--- src/hdl/rmfe_pkg.sv ---
// Package for the rotary menu frequency editor.
// Holds menu codes, counter sizes, the shared-unit opcode and the sequencer types.
// No dependencies.
package rmfe_pkg;

  // Width of the frequency result
  localparam int unsigned FREQ_W = 27;

  // Menu codes (active_menu / edit target)
  localparam logic [2:0] MENU_TOP   = 3'd0;
  localparam logic [2:0] MENU_WAVE  = 3'd1;
  localparam logic [2:0] MENU_HIGH  = 3'd2;
  localparam logic [2:0] MENU_LOW   = 3'd3;
  localparam logic [2:0] MENU_SCALE = 3'd4;

  // Wrap sizes of the counters
  localparam logic [3:0] TOP_ENTRIES = 4'd4;
  localparam logic [3:0] WAVE_MOD    = 4'd3;
  localparam logic [3:0] DIGIT_MOD   = 4'd10;
  localparam logic [3:0] SCALE_MOD   = 4'd7;

  // Shared unit operations
  typedef enum logic [0:0] {
    OP_STEP  = 1'b0,  // wrap a counter one step up or down
    OP_MAC10 = 1'b1   // a * 10 + b
  } op_t;

  // Sequencer states
  typedef enum logic [4:0] {
    ST_IDLE  = 5'b00001,
    ST_STEP  = 5'b00010,
    ST_PRESS = 5'b00100,
    ST_FREQ  = 5'b01000,
    ST_DONE  = 5'b10000
  } state_t;

  // Controls from the sequencer to the datapath
  typedef struct packed {
    logic step;        // apply one tick to the counter being edited
    logic step_down;   // tick direction: 1 decrements
    logic press;       // apply the short press to the edit target
    logic freq_load;   // seed the frequency accumulator with the high digit
    logic freq_mac;    // accumulate one decade
    logic freq_first;  // first decade also adds the low digit
    logic deliver;     // load the result register
    logic changed;     // changed flag of the current request
  } ctrl_t;

endpackage

--- src/hdl/rmfe_if.sv ---
// Handshake channels of the rotary menu frequency editor.
// Request channel carries encoder events, result channel carries the menu state.
// No dependencies.
interface rmfe_in_if;
  logic              valid;
  logic              ready;
  logic              rot_flag;
  logic              press_flag;
  logic signed [7:0] step_count;

  modport source (output valid, output rot_flag, output press_flag,
                  output step_count, input ready);
  modport sink   (input valid, input rot_flag, input press_flag,
                  input step_count, output ready);
endinterface

interface rmfe_out_if;
  logic        valid;
  logic        ready;
  logic        changed;
  logic [2:0]  active_menu;
  logic [1:0]  cursor_position;
  logic [1:0]  waveform_choice;
  logic [3:0]  high_digit;
  logic [3:0]  low_digit;
  logic [2:0]  scale_exponent;
  logic [26:0] frequency_hz;

  modport source (output valid, output changed, output active_menu,
                  output cursor_position, output waveform_choice, output high_digit,
                  output low_digit, output scale_exponent, output frequency_hz,
                  input ready);
  modport sink   (input valid, input changed, input active_menu,
                  input cursor_position, input waveform_choice, input high_digit,
                  input low_digit, input scale_exponent, input frequency_hz,
                  output ready);
endinterface

--- src/hdl/rotary_menu_frequency_editor_core.sv ---
// Rotary-encoder menu that edits a waveform choice and a frequency setting.
// Depends on rmfe_pkg, rmfe_if, rmfe_alu and rmfe_seq.
//
// One request is handled at a time. From the accepting edge the sequencer steps the
// counter being edited by one rotation tick per cycle (no ticks without the rotation
// flag), then applies the press and the accumulator seed, then runs scale_exponent + 1
// multiply-by-ten steps on the shared unit (scale_exponent is the value after the
// request), and then loads the result register. in_req.ready is high only while the
// sequencer is idle, so a new request is taken only after the previous one has loaded
// its result. The result register holds the finished result until it is taken, while
// the next request may already be accepted; a result that is still waiting delays
// the load of the next one.
module rotary_menu_frequency_editor_core
  import rmfe_pkg::*;
(
  input  logic        clk,
  input  logic        rst_n,
  rmfe_in_if.sink     in_req,
  rmfe_out_if.source  out_res
);

  ctrl_t             ctrl;
  op_t               alu_op;
  logic [FREQ_W-1:0] alu_a, alu_y;
  logic [3:0]        alu_b, alu_mod;
  logic              out_free;

  logic [1:0]        cursor_r, cursor_nxt;
  logic [2:0]        target_r, target_nxt;
  logic [1:0]        wave_r, wave_nxt;
  logic [3:0]        tens_r, tens_nxt;
  logic [3:0]        units_r, units_nxt;
  logic [2:0]        decade_r, decade_nxt;
  logic [FREQ_W-1:0] freq_r, freq_nxt;

  logic              out_valid_r, out_valid_nxt;
  logic              o_changed_r;
  logic [2:0]        o_menu_r;
  logic [1:0]        o_cursor_r, o_wave_r;
  logic [3:0]        o_high_r, o_low_r;
  logic [2:0]        o_scale_r;
  logic [FREQ_W-1:0] o_freq_r;

  assign out_free = ~out_valid_r | out_res.ready;

  rmfe_seq u_seq (
    .clk      (clk),
    .rst_n    (rst_n),
    .in_valid (in_req.valid),
    .in_ready (in_req.ready),
    .rot      (in_req.rot_flag),
    .press    (in_req.press_flag),
    .ticks    (in_req.step_count),
    .decade   (decade_r),
    .out_free (out_free),
    .ctrl     (ctrl)
  );

  // Route the edited counter or the accumulator into the shared unit
  always_comb begin
    alu_op  = ctrl.freq_mac ? OP_MAC10 : OP_STEP;
    alu_b   = ctrl.freq_first ? units_r : 4'd0;
    alu_a   = freq_r;
    alu_mod = SCALE_MOD;
    if (!ctrl.freq_mac) begin
      case (target_r)
        MENU_TOP: begin
          alu_a   = FREQ_W'(cursor_r);
          alu_mod = TOP_ENTRIES;
        end
        MENU_WAVE: begin
          alu_a   = FREQ_W'(wave_r);
          alu_mod = WAVE_MOD;
        end
        MENU_HIGH: begin
          alu_a   = FREQ_W'(tens_r);
          alu_mod = DIGIT_MOD;
        end
        MENU_LOW: begin
          alu_a   = FREQ_W'(units_r);
          alu_mod = DIGIT_MOD;
        end
        default: begin
          alu_a   = FREQ_W'(decade_r);
          alu_mod = SCALE_MOD;
        end
      endcase
    end
  end

  rmfe_alu u_alu (
    .op      (alu_op),
    .a       (alu_a),
    .b       (alu_b),
    .modulus (alu_mod),
    .down    (ctrl.step_down),
    .y       (alu_y)
  );

  // Write back ticks, press and accumulator
  always_comb begin
    cursor_nxt = cursor_r;
    target_nxt = target_r;
    wave_nxt   = wave_r;
    tens_nxt   = tens_r;
    units_nxt  = units_r;
    decade_nxt = decade_r;
    freq_nxt   = freq_r;
    if (ctrl.step) begin
      case (target_r)
        MENU_TOP:  cursor_nxt = alu_y[1:0];
        MENU_WAVE: wave_nxt   = alu_y[1:0];
        MENU_HIGH: tens_nxt   = alu_y[3:0];
        MENU_LOW:  units_nxt  = alu_y[3:0];
        default:   decade_nxt = alu_y[2:0];
      endcase
    end
    if (ctrl.press) begin
      target_nxt = (target_r == MENU_TOP) ? {1'b0, cursor_r} + 3'd1 : MENU_TOP;
    end
    if (ctrl.freq_load) begin
      freq_nxt = FREQ_W'(tens_r);
    end
    if (ctrl.freq_mac) begin
      freq_nxt = alu_y;
    end
  end

  // Hold the result until taken
  always_comb begin
    out_valid_nxt = out_valid_r;
    if (ctrl.deliver) begin
      out_valid_nxt = 1'b1;
    end else if (out_res.ready) begin
      out_valid_nxt = 1'b0;
    end
  end

  always_ff @(posedge clk) begin
    if (!rst_n) begin
      cursor_r    <= 2'd0;
      target_r    <= MENU_TOP;
      wave_r      <= 2'd0;
      tens_r      <= 4'd1;
      units_r     <= 4'd0;
      decade_r    <= 3'd3;
      out_valid_r <= 1'b0;
    end else begin
      cursor_r    <= cursor_nxt;
      target_r    <= target_nxt;
      wave_r      <= wave_nxt;
      tens_r      <= tens_nxt;
      units_r     <= units_nxt;
      decade_r    <= decade_nxt;
      out_valid_r <= out_valid_nxt;
    end
  end

  // Capture the result payload; a zero frequency reads as one
  always_ff @(posedge clk) begin
    freq_r <= freq_nxt;
    if (ctrl.deliver) begin
      o_changed_r <= ctrl.changed;
      o_menu_r    <= target_r;
      o_cursor_r  <= cursor_r;
      o_wave_r    <= wave_r;
      o_high_r    <= tens_r;
      o_low_r     <= units_r;
      o_scale_r   <= decade_r;
      o_freq_r    <= (freq_r == '0) ? FREQ_W'(1) : freq_r;
    end
  end

  assign out_res.valid           = out_valid_r;
  assign out_res.changed         = o_changed_r;
  assign out_res.active_menu     = o_menu_r;
  assign out_res.cursor_position = o_cursor_r;
  assign out_res.waveform_choice = o_wave_r;
  assign out_res.high_digit      = o_high_r;
  assign out_res.low_digit       = o_low_r;
  assign out_res.scale_exponent  = o_scale_r;
  assign out_res.frequency_hz    = o_freq_r;

endmodule

--- src/hdl/rmfe_alu.sv ---
// Shared arithmetic unit: wrapping counter step and multiply-by-ten accumulate.
// Depends on rmfe_pkg.
module rmfe_alu
  import rmfe_pkg::*;
(
  input  op_t               op,
  input  logic [FREQ_W-1:0] a,
  input  logic [3:0]        b,
  input  logic [3:0]        modulus,
  input  logic              down,
  output logic [FREQ_W-1:0] y
);

  logic [3:0] a_low;
  logic [3:0] top_val;
  logic [3:0] step_val;

  assign a_low   = a[3:0];
  assign top_val = modulus - 4'd1;

  // Wrap one step inside 0..modulus-1
  always_comb begin
    if (down) begin
      step_val = (a_low == 4'd0) ? top_val : a_low - 4'd1;
    end else begin
      step_val = (a_low == top_val) ? 4'd0 : a_low + 4'd1;
    end
  end

  // Select operation; times ten as two shifts and an add
  always_comb begin
    case (op)
      OP_STEP:  y = {{(FREQ_W-4){1'b0}}, step_val};
      OP_MAC10: y = (a << 3) + (a << 1) + {{(FREQ_W-4){1'b0}}, b};
      default:  y = '0;
    endcase
  end

endmodule

--- src/hdl/rmfe_seq.sv ---
// Sequencer of the rotary menu frequency editor: tick loop, press, decade loop.
// Depends on rmfe_pkg.
module rmfe_seq
  import rmfe_pkg::*;
(
  input  logic              clk,
  input  logic              rst_n,
  input  logic              in_valid,
  output logic              in_ready,
  input  logic              rot,
  input  logic              press,
  input  logic signed [7:0] ticks,
  input  logic [2:0]        decade,
  input  logic              out_free,
  output ctrl_t             ctrl
);

  state_t     state_r, state_nxt;
  logic [7:0] cnt_r, cnt_nxt;
  logic [2:0] loop_r, loop_nxt;
  logic       down_r, down_nxt;
  logic       press_r, press_nxt;
  logic       chg_r, chg_nxt;
  logic       first_r, first_nxt;
  logic [7:0] mag;

  // Tick magnitude; the most negative count gives 128
  assign mag      = ticks[7] ? 8'(-ticks) : 8'(ticks);
  assign in_ready = (state_r == ST_IDLE);

  always_comb begin
    state_nxt = state_r;
    cnt_nxt   = cnt_r;
    loop_nxt  = loop_r;
    down_nxt  = down_r;
    press_nxt = press_r;
    chg_nxt   = chg_r;
    first_nxt = first_r;
    ctrl      = '0;
    ctrl.step_down  = down_r;
    ctrl.freq_first = first_r;
    ctrl.changed    = chg_r;
    case (state_r)
      ST_IDLE: begin
        // Take a request
        if (in_valid) begin
          press_nxt = press;
          chg_nxt   = rot | press;
          down_nxt  = ~ticks[7];
          cnt_nxt   = mag;
          state_nxt = (rot && mag != 8'd0) ? ST_STEP : ST_PRESS;
        end
      end
      ST_STEP: begin
        // Advance one tick per cycle
        ctrl.step = 1'b1;
        cnt_nxt   = cnt_r - 8'd1;
        if (cnt_r == 8'd1) begin
          state_nxt = ST_PRESS;
        end
      end
      ST_PRESS: begin
        // Apply the press and seed the frequency loop
        ctrl.press     = press_r;
        ctrl.freq_load = 1'b1;
        loop_nxt       = decade + 3'd1;
        first_nxt      = 1'b1;
        state_nxt      = ST_FREQ;
      end
      ST_FREQ: begin
        // One decade per cycle
        ctrl.freq_mac = 1'b1;
        first_nxt     = 1'b0;
        loop_nxt      = loop_r - 3'd1;
        if (loop_r == 3'd1) begin
          state_nxt = ST_DONE;
        end
      end
      ST_DONE: begin
        // Hold until the result register is free
        if (out_free) begin
          ctrl.deliver = 1'b1;
          state_nxt    = ST_IDLE;
        end
      end
      default: state_nxt = ST_IDLE;
    endcase
  end

  always_ff @(posedge clk) begin
    if (!rst_n) begin
      state_r <= ST_IDLE;
    end else begin
      state_r <= state_nxt;
    end
  end

  always_ff @(posedge clk) begin
    cnt_r   <= cnt_nxt;
    loop_r  <= loop_nxt;
    down_r  <= down_nxt;
    press_r <= press_nxt;
    chg_r   <= chg_nxt;
    first_r <= first_nxt;
  end

endmodule

--- src/flat_wrapper.sv ---
// flat-port wrapper written by rule: the top's interface ports become plain ports
module rotary_menu_frequency_editor_core_flat import rmfe_pkg::*;
  (clk, rst_n, in_req_valid, in_req_rot_flag, in_req_press_flag, in_req_step_count, in_req_ready, out_res_valid, out_res_changed, out_res_active_menu, out_res_cursor_position, out_res_waveform_choice, out_res_high_digit, out_res_low_digit, out_res_scale_exponent, out_res_frequency_hz, out_res_ready);
  rmfe_in_if in_req_i ();
  rmfe_out_if out_res_i ();
  input  logic clk;
  input  logic rst_n;
  input wire logic [$bits(in_req_i.valid)-1:0] in_req_valid;
  input wire logic [$bits(in_req_i.rot_flag)-1:0] in_req_rot_flag;
  input wire logic [$bits(in_req_i.press_flag)-1:0] in_req_press_flag;
  input wire logic [$bits(in_req_i.step_count)-1:0] in_req_step_count;
  output wire logic [$bits(in_req_i.ready)-1:0] in_req_ready;
  output wire logic [$bits(out_res_i.valid)-1:0] out_res_valid;
  output wire logic [$bits(out_res_i.changed)-1:0] out_res_changed;
  output wire logic [$bits(out_res_i.active_menu)-1:0] out_res_active_menu;
  output wire logic [$bits(out_res_i.cursor_position)-1:0] out_res_cursor_position;
  output wire logic [$bits(out_res_i.waveform_choice)-1:0] out_res_waveform_choice;
  output wire logic [$bits(out_res_i.high_digit)-1:0] out_res_high_digit;
  output wire logic [$bits(out_res_i.low_digit)-1:0] out_res_low_digit;
  output wire logic [$bits(out_res_i.scale_exponent)-1:0] out_res_scale_exponent;
  output wire logic [$bits(out_res_i.frequency_hz)-1:0] out_res_frequency_hz;
  input wire logic [$bits(out_res_i.ready)-1:0] out_res_ready;
  assign in_req_i.valid = in_req_valid;
  assign in_req_i.rot_flag = in_req_rot_flag;
  assign in_req_i.press_flag = in_req_press_flag;
  assign in_req_i.step_count = in_req_step_count;
  assign in_req_ready = in_req_i.ready;
  assign out_res_valid = out_res_i.valid;
  assign out_res_changed = out_res_i.changed;
  assign out_res_active_menu = out_res_i.active_menu;
  assign out_res_cursor_position = out_res_i.cursor_position;
  assign out_res_waveform_choice = out_res_i.waveform_choice;
  assign out_res_high_digit = out_res_i.high_digit;
  assign out_res_low_digit = out_res_i.low_digit;
  assign out_res_scale_exponent = out_res_i.scale_exponent;
  assign out_res_frequency_hz = out_res_i.frequency_hz;
  assign out_res_i.ready = out_res_ready;
  rotary_menu_frequency_editor_core u_core (.clk(clk), .rst_n(rst_n), .in_req(in_req_i), .out_res(out_res_i));
endmodule
--- config.mk ---
export PLATFORM = sky130hd
export DESIGN_NAME = rotary_menu_frequency_editor_core_flat
export DESIGN_NICKNAME = d
export VERILOG_FILES = /design/src/hdl/rmfe_pkg.sv /design/src/hdl/rmfe_if.sv /design/src/hdl/rotary_menu_frequency_editor_core.sv /design/src/hdl/rmfe_alu.sv /design/src/hdl/rmfe_seq.sv /design/src/flat_wrapper.sv
export SDC_FILE = /design/constraint.sdc
export NUM_CORES = 1
export LEC_CHECK = 0
export BUFFER_PORTS_ARGS = -buffer_cell sky130_fd_sc_hd__buf_2
export CAP_MARGIN = 40
export CORE_ASPECT_RATIO = 0.5
export CORE_MARGIN = 2
export CORE_UTILIZATION = 30
export DETAILED_ROUTE_END_ITERATION = 16
export GPL_TIMING_DRIVEN = 0
export HOLD_SLACK_MARGIN = 0.06
export PLACE_DENSITY = 0.56
export SYNTH_ARGS = -nofsm -noshare
export SYNTH_HDL_FRONTEND = slang
export SYNTH_SLANG_ARGS = --single-unit
export TNS_END_PERCENT = 5
--- constraint.sdc ---
create_clock -name clk -period 4.4 [get_ports clk]
set_clock_uncertainty 0.1 [all_clocks]
set_input_delay 0.44 -clock clk [delete_from_list [all_inputs] [get_ports clk]]
set_output_delay 0.44 -clock clk [all_outputs]
set_load 0.02 [all_outputs]
# Yosys cells after proc, flatten, opt, wreduce, memory -nomap -nowiden
# Index checks and enable logic that the tools add are counted.
# Widths: inputs -> output; s select.
totals:
  reg_bits: 112
  latchBits: 0
  mem_bits_rw: 0
  rom_bits: 0
  in_bits: 14
  wordCells: 104
  memories: 0
op_classes:
  addsub: 10
  n_mul: 0
  n_div: 0
  magnitude_cmp: 0
  eq_ne: 15
  shifts: 0
  mux: 31
  bitwise: 6
  n_reduce_logical: 19
op_table:
  columns: ["operator", "count"]
  rows:
  - ["$mux 27", 2]
  - ["$pmux 27 s2", 1]
  - ["$add 27x27->27", 1]
  - ["$add 27x4->27", 1]
  - ["$logic_not 27->1", 1]
  - ["$mux 26", 1]
  - ["$pmux 5 s5", 1]
  - ["$mux 4", 5]
  - ["$mux 5", 4]
  - ["$mux 8", 2]
  - ["$pmux 4 s4", 1]
  - ["$pmux 8 s2", 1]
  - ["$reduce_and 2->1", 7]
  - ["$pmux 4 s3", 1]
  - ["$eq 8x1->1 const B", 1]
  - ["$neg 8->8", 1]
  - ["$reduce_bool 2->1", 4]
  - ["$reduce_bool 8->1", 1]
  - ["$sub 4x1->4 const B", 2]
  - ["$sub 8x1->8 const B", 1]
  - ["$mux 1", 7]
  - ["$eq 3x1->1 const B", 2]
  - ["$eq 3x2->1 const B", 2]
  - ["$mux 3", 2]
  - ["other kinds (23)", 29]

# Depth between registers and ports, before layout
# Gate-level depths: netlist of the first run.
logic_depth:
  ltp_word: 10
  mapped_depth: 18
  ltp_nobuf: 18

# By module
# Synthesis of the first run repeated with hierarchy kept, for this count alone.
hier_totals:
  hier_cells: 706
  hier_area_um2: 7223.2
by_module_without_submodules:
  columns: ["mod", "instances", "cells_per_inst", "area_each_um2", "seq_area_each_um2"]
  rows:
  - ["rotary_menu_frequency_editor_core", 1, 277, 3736.1, 2572.5]
  - ["rmfe_alu", 1, 287, 2118.3, 0.0]
  - ["rmfe_seq", 1, 142, 1368.8, 550.5]

# Worst setup path before layout of the first run
# No wires, ideal clock.
synth_path:
  path_kind: "register -> register"
  from: "reg u_core.u_seq.state_r[4]"
  to: "reg u_core.freq_r[22] (data pin)"
  arrival_ns: 4.381
  t_required_ns: 4.165
  slack_ns: -0.216
  path_stages_with_launch: 17
  synth_period_minus_slack_ns: 4.616
  cell_sequence: "dfxtp_1 nor4_4 and2_4 inv_4 o21ai_0 inv_1 fa_1 inv_1 fa_1 nor2b_1 o21a_1 o21ai_0 a211oi_1 o31a_1 o311ai_0 or4b_2 nand3_1"
synth_between:
  elab_chain_len: 7
  elab_cells_between_ends: 9
synth_lines:
  columns: ["element", "line_no", "text"]
  rows:
  - ["from (decl)", "rmfe_seq.sv:18", "state_t state_r, state_nxt;"]
  - ["from (signal assigned)", "rmfe_seq.sv:94", "state_r <= state_nxt;"]
  - ["$eq 5x4->1 *", "rmfe_seq.sv:43", "case (state_r)"]
  - ["$mux 1 *", "rmfe_seq.sv:43", null]
  - ["$mux 26", "rotary_menu_frequency_editor_core.sv:65", "if (!ctrl.freq_mac) begin"]
  - ["$add 27x27->27", "rmfe_alu.sv:34", "OP_MAC10: y = (a << 3) + (a << 1) + {{(FREQ_W-4){1'b0}}, b};"]
  - ["$add 27x4->27", "rmfe_alu.sv:34", null]
  - ["$pmux 27 s2", "rmfe_alu.sv:32", "case (op)"]
  - ["$mux 27 *", "rotary_menu_frequency_editor_core.sv:124", "if (ctrl.freq_mac) begin"]
  - ["to (signal assigned)", "rotary_menu_frequency_editor_core.sv:161", "freq_r <= freq_nxt;"]
  - ["to (decl)", "rotary_menu_frequency_editor_core.sv:34", "logic [FREQ_W-1:0] freq_r, freq_nxt;"]
# Mark *: on every way between the ends. The rest lies on a longest branch, timed or not.
# A chain may end at the register's enable or synchronous reset.

# Final worst setup path of the first run
# Same ends and word-level chain as after synthesis.

==> flow_metrics.tcl, run 1 <==
set metrics [dict create \
    num-fill-cells 2177 \
    core_mm2 0.0218 \
    post-route-period-util_pct 98.5 \
    grt_pass1_wl_um 26000 \
    rows 38 \
    cp_max_fo 9 \
    die_h_um 110 \
    grtUsageTotal_pct 14.3 \
    reg2reg_from "u_core.u_seq.state_r[4]$_SDFFE_PN0P_" \
    drv_cap 0 \
    antennaDiodeCount 0 \
    yosysWarningCount 0 \
    grt_max_degree 32 \
    fmax_ghz 0.231 \
    slowest_delay_ns 0.63 \
    drt_first_iter_violations 323 \
    io_pins 62 \
    dp.cells 1022 \
    p_leak_uw 0.00322 \
    viasPerCell 4.98 \
    cts_tree "built" \
    critPathRequiredTime_ns 4.53 \
    irDropWorstVdd_v 0.000165 \
    io_buffers 59 \
    gp_congestion 0.871 \
    synthFlopType "edfxtp_1" \
    wire_per_inst_um 15.9 \
    post-route-min-period_ns 4.34 \
    syn_nets 734 \
    wl_um 16600 \
    setup_viol 0 \
    cts_root_buf "clkbuf_16" \
    r2r_end "u_core.freq_r[22]$_SDFFCE_PP0P_" \
    syn-instance-count 660 \
    rr_worst_depth 16 \
    firstDrtPassIters 4 \
    cp_slowest_cell "or4b_2" \
    yosysUniqueCellTypes 64 \
    r2r_setup_slack_ns 0.06 \
    status "complete, no violations" \
    route.detailed.drc 0 \
    cts.htree.levels 3 \
    grt_overflow_total 0 \
    clk_pin_slew_worst_paths_ns 0.08 \
    hold_viol 0 \
    utilization_pct 36.1 \
    path_cells "nor4_4 -> and2_4 -> inv_4 -> mux2i_4 -> inv_2 -> fa_1 -> inv_1 -> fa_2 -> nor2b_1 -> o21a_1 -> o21ai_2 -> a211oi_2 -> o31a_1 -> o311ai_4 -> or4b_2 -> nand3_1" \
    drt.antenna.violating_nets 0 \
    slew_headroom_pct 47.6 \
    ys_seq_elements 112 \
    tightestPinTransition_ns 0.766 \
    hold_depth 1 \
    synth-edff-count 88 \
    min_delay_worst_endpoint "u_core.u_seq.press_r$_DFFE_PP_" \
    die-width_um 216 \
    slew_violations 0 \
    cp.arrival_ns 4.47 \
    start_util_pct 30.8 \
    async_reset_ff_share_pct 0 \
    cellPowerDensity_mw_per_mm2 269 \
    cts_inserted_buffers 9 \
    grt_pass1_vias 5041 \
    antenna_found_initial 0 \
    rsz0062_at_grt "true" \
    cts_buffer_depth 2 \
    ys_seq_area_share_pct 46.4 \
    hp-start "in_req_press_flag" \
    syn_area_mm2 0.00672 \
    path_class "flip-flop to flip-flop" \
    vias 5208 \
    clk_latency_ns 0.37 \
    cts.sinks 112 \
    drive_gt1_share_pct 16.0 \
    syn_to_final_growth_pct 17.3 \
    hp-class "primary input to flip-flop" \
    dp_hpwl_um 12300 \
    startpoint_type "flip-flop" \
    final_cells 1045 \
    dieArea_mm2 0.0237 \
    syn_area_per_cell_um2 10.2 \
    critical_path.endpoint_type "flip-flop" \
    nets 814 \
]
routing by layer:
layer,vias up,global-route usage [%],routed length (um)
li1,2602,-,-
met4,0,4.68,241
met2,92,23.5,7560
met5,-,0,0
met1,2495,18.6,8200
met3,19,3.49,645
worst max path at each step:
stage          slack [ns]                              end                            startpoint
5_1_grt             -0.11  u_core.freq_r[22]$_SDFFCE_PP0P_  u_core.u_seq.state_r[4]$_SDFFE_PN0P_
4_1_cts              0.02  u_core.freq_r[23]$_SDFFCE_PP0P_  u_core.u_seq.state_r[4]$_SDFFE_PN0P_
2_1_floorplan        0.04  u_core.freq_r[22]$_SDFFCE_PP0P_  u_core.u_seq.state_r[1]$_SDFFE_PN0P_
6_report             0.06  u_core.freq_r[22]$_SDFFCE_PP0P_  u_core.u_seq.state_r[4]$_SDFFE_PN0P_
3_3_place_gp        -0.95  u_core.freq_r[22]$_SDFFCE_PP0P_  u_core.u_seq.state_r[1]$_SDFFE_PN0P_
3_5_place_dp        -0.99  u_core.freq_r[22]$_SDFFCE_PP0P_  u_core.u_seq.state_r[1]$_SDFFE_PN0P_
synthesized netlist by cell type, types with 3 or more instances:
cell type | n | area, um2
nor2_1 | 50 | 188
dfxtp_1 | 24 | 480
xor2_1 | 14 | 123
nor2b_1 | 14 | 87.6
nand2_1 | 50 | 188
or3_1 | 4 | 25.0
nand4_1 | 5 | 31.3
nor4_1 | 13 | 81.3
edfxtp_1 | 88 | 2640
mux2i_1 | 9 | 90.1
ha_1 | 58 | 726
a21o_1 | 8 | 60.1
o22ai_1 | 7 | 43.8
a21boi_0 | 4 | 30.0
a2111oi_0 | 3 | 26.3
clkbuf_1 | 47 | 176
o41ai_1 | 3 | 26.3
o21ai_0 | 34 | 170
a31oi_1 | 8 | 50.1
nand2b_1 | 11 | 68.8
inv_1 | 27 | 101
a211oi_1 | 10 | 75.1
xnor2_1 | 19 | 166
nor3_1 | 25 | 125
a21oi_1 | 22 | 110
and3_1 | 25 | 156
o211ai_1 | 6 | 45.0
and2_1 | 3 | 18.8
nand3_1 | 10 | 50.1
o31ai_1 | 4 | 30.0
o21a_1 | 11 | 82.6
worst max-delay path, delay by kind of cell, from the launching register on:
family	cells	cell delay, ns
multiplexers	1	0.18
AO/OA/AOI/OAI	5	0.89
flip-flops	1	0.36
AND/OR/NAND/NOR	5	1.48
adder cells (fa/ha/maj)	2	0.95
buffers and inverters	3	0.23
final cells by class:
type | count | area (um2) | area share [%]
timing repair buffer | 70 | 408 | 5.17
buffer | 48 | 190 | 2.41
inverter | 28 | 108 | 1.36
tap | 300 | 375 | 4.76
sequential | 112 | 3130 | 39.7
multi-input combinational | 471 | 3400 | 43.1
clock inverter | 7 | 53.8 | 0.682
clock buffer | 9 | 225 | 2.85
kinds of logic (layout without fill, tap and decap cells):
kind of cell | count (synthesis) | count (layout) | share of synthesized area, %
compound gates | 140 | 140 | 13.9
xor+xnor | 33 | 33 | 4.30
fa+ha+maj | 60 | 60 | 11.4
buf+inv | 77 | 162 | 4.35
flops | 112 | 112 | 46.4
mux | 12 | 12 | 2.23
simple gates | 226 | 226 | 17.4
sequential cells by signal (all words and copies together), names as in the netlist, 2 cells and up:
register,flops
u_core.cursor_r,2
u_core.decade_r,3
u_core.freq_r,27
u_core.out_res.active_menu,3
u_core.out_res.cursor_position,2
u_core.out_res.frequency_hz,27
u_core.out_res.high_digit,4
u_core.out_res.low_digit,4
u_core.out_res.scale_exponent,3
u_core.out_res.waveform_choice,2
u_core.target_r,3
u_core.tens_r,4
u_core.u_seq.cnt_r,8
u_core.u_seq.loop_r,3
u_core.u_seq.state_r,5
u_core.units_r,4
u_core.wave_r,2
where the power goes:
part	total, uW	internal, uW	leakage (uW)	switching, uW
Clock	790	389	0.000140	401
Combinational	155	61.1	0.00209	93.5
Sequential	1170	1150	0.000998	20.7
Total	2120	1600	0.00322	515
per-stage QoR:
step / setup TNS (ns) / power, uW / cell area, um2 / hold WS, ns / setup WS [ns]
CTS: 0 / 2150 / 7870 / 0.165 / 0.0171
floorplan: 0 / 1290 / 6730 / 0.300 / 0.0436
detailed placement: -7.97 / 1340 / 7460 / 0.307 / -0.991
finish: 0 / 2120 / 7890 / 0.180 / 0.0639
global placement: -37.42 / 1340 / 7400 / 0.315 / -0.945
global route: -0.209 / 2200 / 7890 / 0.179 / -0.113
repair_timing:
item,CTS,global route
hold buffers,0,0
setup endpoints to repair,19,12
pin swaps,6,2
resized for setup,20,10
hold endpoints to repair,0,0
buffers inserted,8,0
layout by cell type, fill, tap and decap left out, types with 6 or more instances in the layout:
master	n
clkbuf_16	9
o22ai_1	7
o21ai_0	32
mux2i_1	8
edfxtp_1	88
nor2b_1	14
o21a_1	11
nand2_1	50
a31oi_1	8
ha_1	58
nor2_1	50
o211ai_1	6
nand2b_1	11
clkbuf_1	41
xor2_1	14
nand3_1	10
and3_1	24
inv_1	25
buf_2	63
buf_4	8
nor3_1	25
dfxtp_1	20
a21o_1	8
nor4_1	13
a211oi_1	9
xnor2_1	19
a21oi_1	22
Power figures use the tool's default switching activity.
==> run 2, diff against run 1 <==
--- a/config.mk
+++ b/config.mk
@@ -13,8 +13,9 @@
 export DETAILED_ROUTE_END_ITERATION = 16
 export GPL_TIMING_DRIVEN = 0
 export HOLD_SLACK_MARGIN = 0.06
-export PLACE_DENSITY = 0.56
+export PLACE_DENSITY = 0.55
 export SYNTH_ARGS = -nofsm -noshare
 export SYNTH_HDL_FRONTEND = slang
+export SYNTH_HIERARCHICAL = 1
 export SYNTH_SLANG_ARGS = --single-unit
 export TNS_END_PERCENT = 5
==> flow_metrics.tcl, run 2 <==
set metrics [dict create \
    io_buffers 59 \
    slew_headroom_pct 52.9 \
    status "complete, no violations" \
    top_layer "met4" \
    post-route-period-util_pct 95.9 \
    drt.antenna.violating_nets 0 \
    holdWs_ns 0.200 \
    irDropWorstVdd_v 0.000199 \
    reg2reg_from "u_core/target_r[1]$_SDFFE_PN0P_" \
    hold_viol 0 \
    grt_overflow_total 0 \
    start_util_pct 30.3 \
    path_class "flip-flop to flip-flop" \
    route.detailed.drc 0 \
    syn_area_mm2 0.00722 \
    setup_tns_ns 0 \
    layout_common_cells "edfxtp_1, buf_2, and2_1, ha_1, nand2_1" \
    core_mm2 0.0238 \
    clk_pin_slew_worst_paths_ns 0.08 \
    die_h_um 114 \
    drv_cap 0 \
    crit_end "u_core/freq_r[24]$_SDFFCE_PN0P_" \
    cts_inserted_buffers 9 \
    grt_pass1_vias 5323 \
    dp_hpwl_um 12900 \
    r2r_setup_slack_ns 0.18 \
    wl_met2_um 7900 \
    setup_viol 0 \
    grt_max_degree 31 \
    cts_buffer_depth 2 \
    dieArea_mm2 0.0254 \
    total_power_uw 2860 \
    wl_um 17000 \
    p_leak_uw 0.00341 \
    antenna_found_initial 0 \
    rsz0062_at_grt "true" \
    critical_path.endpoint_type "flip-flop" \
    tightestPinTransition_ns 0.706 \
    cts_root_buf "clkbuf_16" \
    rows 40 \
    yosysWarningCount 6 \
    nets 855 \
    syn_nets 779 \
    firstDrtPassIters 5 \
    wire_per_inst_um 15.4 \
    r2r_end "u_core/freq_r[24]$_SDFFCE_PN0P_" \
    drive_gt1_share_pct 18.8 \
    multiInputGateArea_mm2 0.00379 \
    slew_violations 0 \
    gp_congestion 0.870 \
    wl_met1_um 8460 \
    die-width_um 223 \
    layout_commonest_cell "edfxtp_1" \
    rr_worst_depth 14 \
    cp_max_fo 10 \
    clk_latency_ns 0.36 \
    startpoint "u_core/target_r[1]$_SDFFE_PN0P_" \
    vias 5382 \
    cts_tree "built" \
    dr_wl_met3_um 496 \
    cts.sinks 112 \
    final.setup.worst_slack_ns 0.180 \
    hp-class "primary input to flip-flop" \
    syn_area_per_cell_um2 10.2 \
    cellPowerDensity_mw_per_mm2 343 \
    num-fill-cells 2462 \
    startpoint_type "flip-flop" \
    grtUsageTotal_pct 13.5 \
    viasPerCell 4.89 \
    dp_slack_ns -0.858 \
    fmax_ghz 0.237 \
    critPathRequiredTime_ns 4.42 \
    syn-instance-count 705 \
    cts.htree.levels 3 \
    seqCellArea_mm2 0.00313 \
    drt_first_iter_violations 248 \
    grt_pass1_wl_um 27200 \
    post-route-min-period_ns 4.22 \
    io_pins 62 \
    antennaDiodeCount 0 \
    syn_to_final_growth_pct 15.6 \
    cp.arrival_ns 4.23 \
]
[run 2: cell count changes in the layout (fill, tap and decap cells not counted), sizes merged, moves of 5 or more]
cell / delta
o21a: -5
and2: +61
a21oi: +13
nand4: +5
nor3: -10
mux2: +7
o22ai: -6
nor2: -29
nor2b: +10
buf: +6
mux2i: +9
nor4: -5
and3: -23
[run 2: worst min path at each step]
stage,cells past startpoint,startpoint,slack (ns),end
2_1_floorplan,0,u_core/target_r[1]$_SDFFE_PN0P_,0.30,u_core/out_res.active_menu[1]$_DFFE_PP_
3_3_place_gp,0,u_core/target_r[1]$_SDFFE_PN0P_,0.33,u_core/out_res.active_menu[1]$_DFFE_PP_
3_5_place_dp,0,u_core/target_r[1]$_SDFFE_PN0P_,0.35,u_core/out_res.active_menu[1]$_DFFE_PP_
4_1_cts,1,in_req_press_flag,0.19,u_core/u_seq/press_r$_DFFE_PP_
5_1_grt,1,in_req_press_flag,0.19,u_core/u_seq/press_r$_DFFE_PP_
6_report,1,in_req_press_flag,0.20,u_core/u_seq/press_r$_DFFE_PP_
[run 2: report_power, final]
part           internal, uW  switching (uW)
registers              1270            67.2
clock network           396             415
logic                   260             450
[run 2: metrics by stage]
stage               util [%]  area [um2]  instances
floorplan                  -        7240        705
global placement        33.3        7930       1079
detailed placement      33.5        7970       1082
CTS                     34.9        8320       1101
global route            35.0        8340       1101
finish                  35.0        8340       1101
[run 2: timing repair]
| action | in CTS | in global routing |
|---|---|---|
| buffers inserted | 3 | 0 |
| hold buffers | 0 | 0 |
| setup endpoints to repair | 23 | 12 |
| pin swaps | 4 | 3 |
| gates cloned | 0 | 0 |
| resized for setup | 14 | 6 |
[run 2: final cells by class]
cell class                 instances  area share [%]
tap                              315            4.72
clock inverter                     6           0.660
timing repair buffer              65            4.17
clock buffer                      10            2.74
multi-input combinational        505            45.5
inverter                          31            1.39
buffer                            57            3.33
sequential                       112            37.5
[run 2: layer usage]
| metal | vias up | GRT usage, % |
|---|---|---|
| li1 | 2672 | - |
| met1 | 2610 | 17.9 |
| met2 | 91 | 22.8 |
| met3 | 9 | 2.94 |
| met4 | 0 | 2.58 |
| met5 | - | 0 |
[run 2: worst max-delay path: stages (launching register included)]
cell and delay [ns]:
dfxtp_1 0.33, buf_2 0.18, buf_2 0.19, a2111oi_1 0.69
o41ai_4 0.25, ha_1 0.34, ha_1 0.23, fa_2 0.39
a211oi_4 0.24, o21ai_2 0.14, a22oi_2 0.21, nand2_1 0.14
a211oi_2 0.26, mux2i_1 0.11, and2_1 0.16
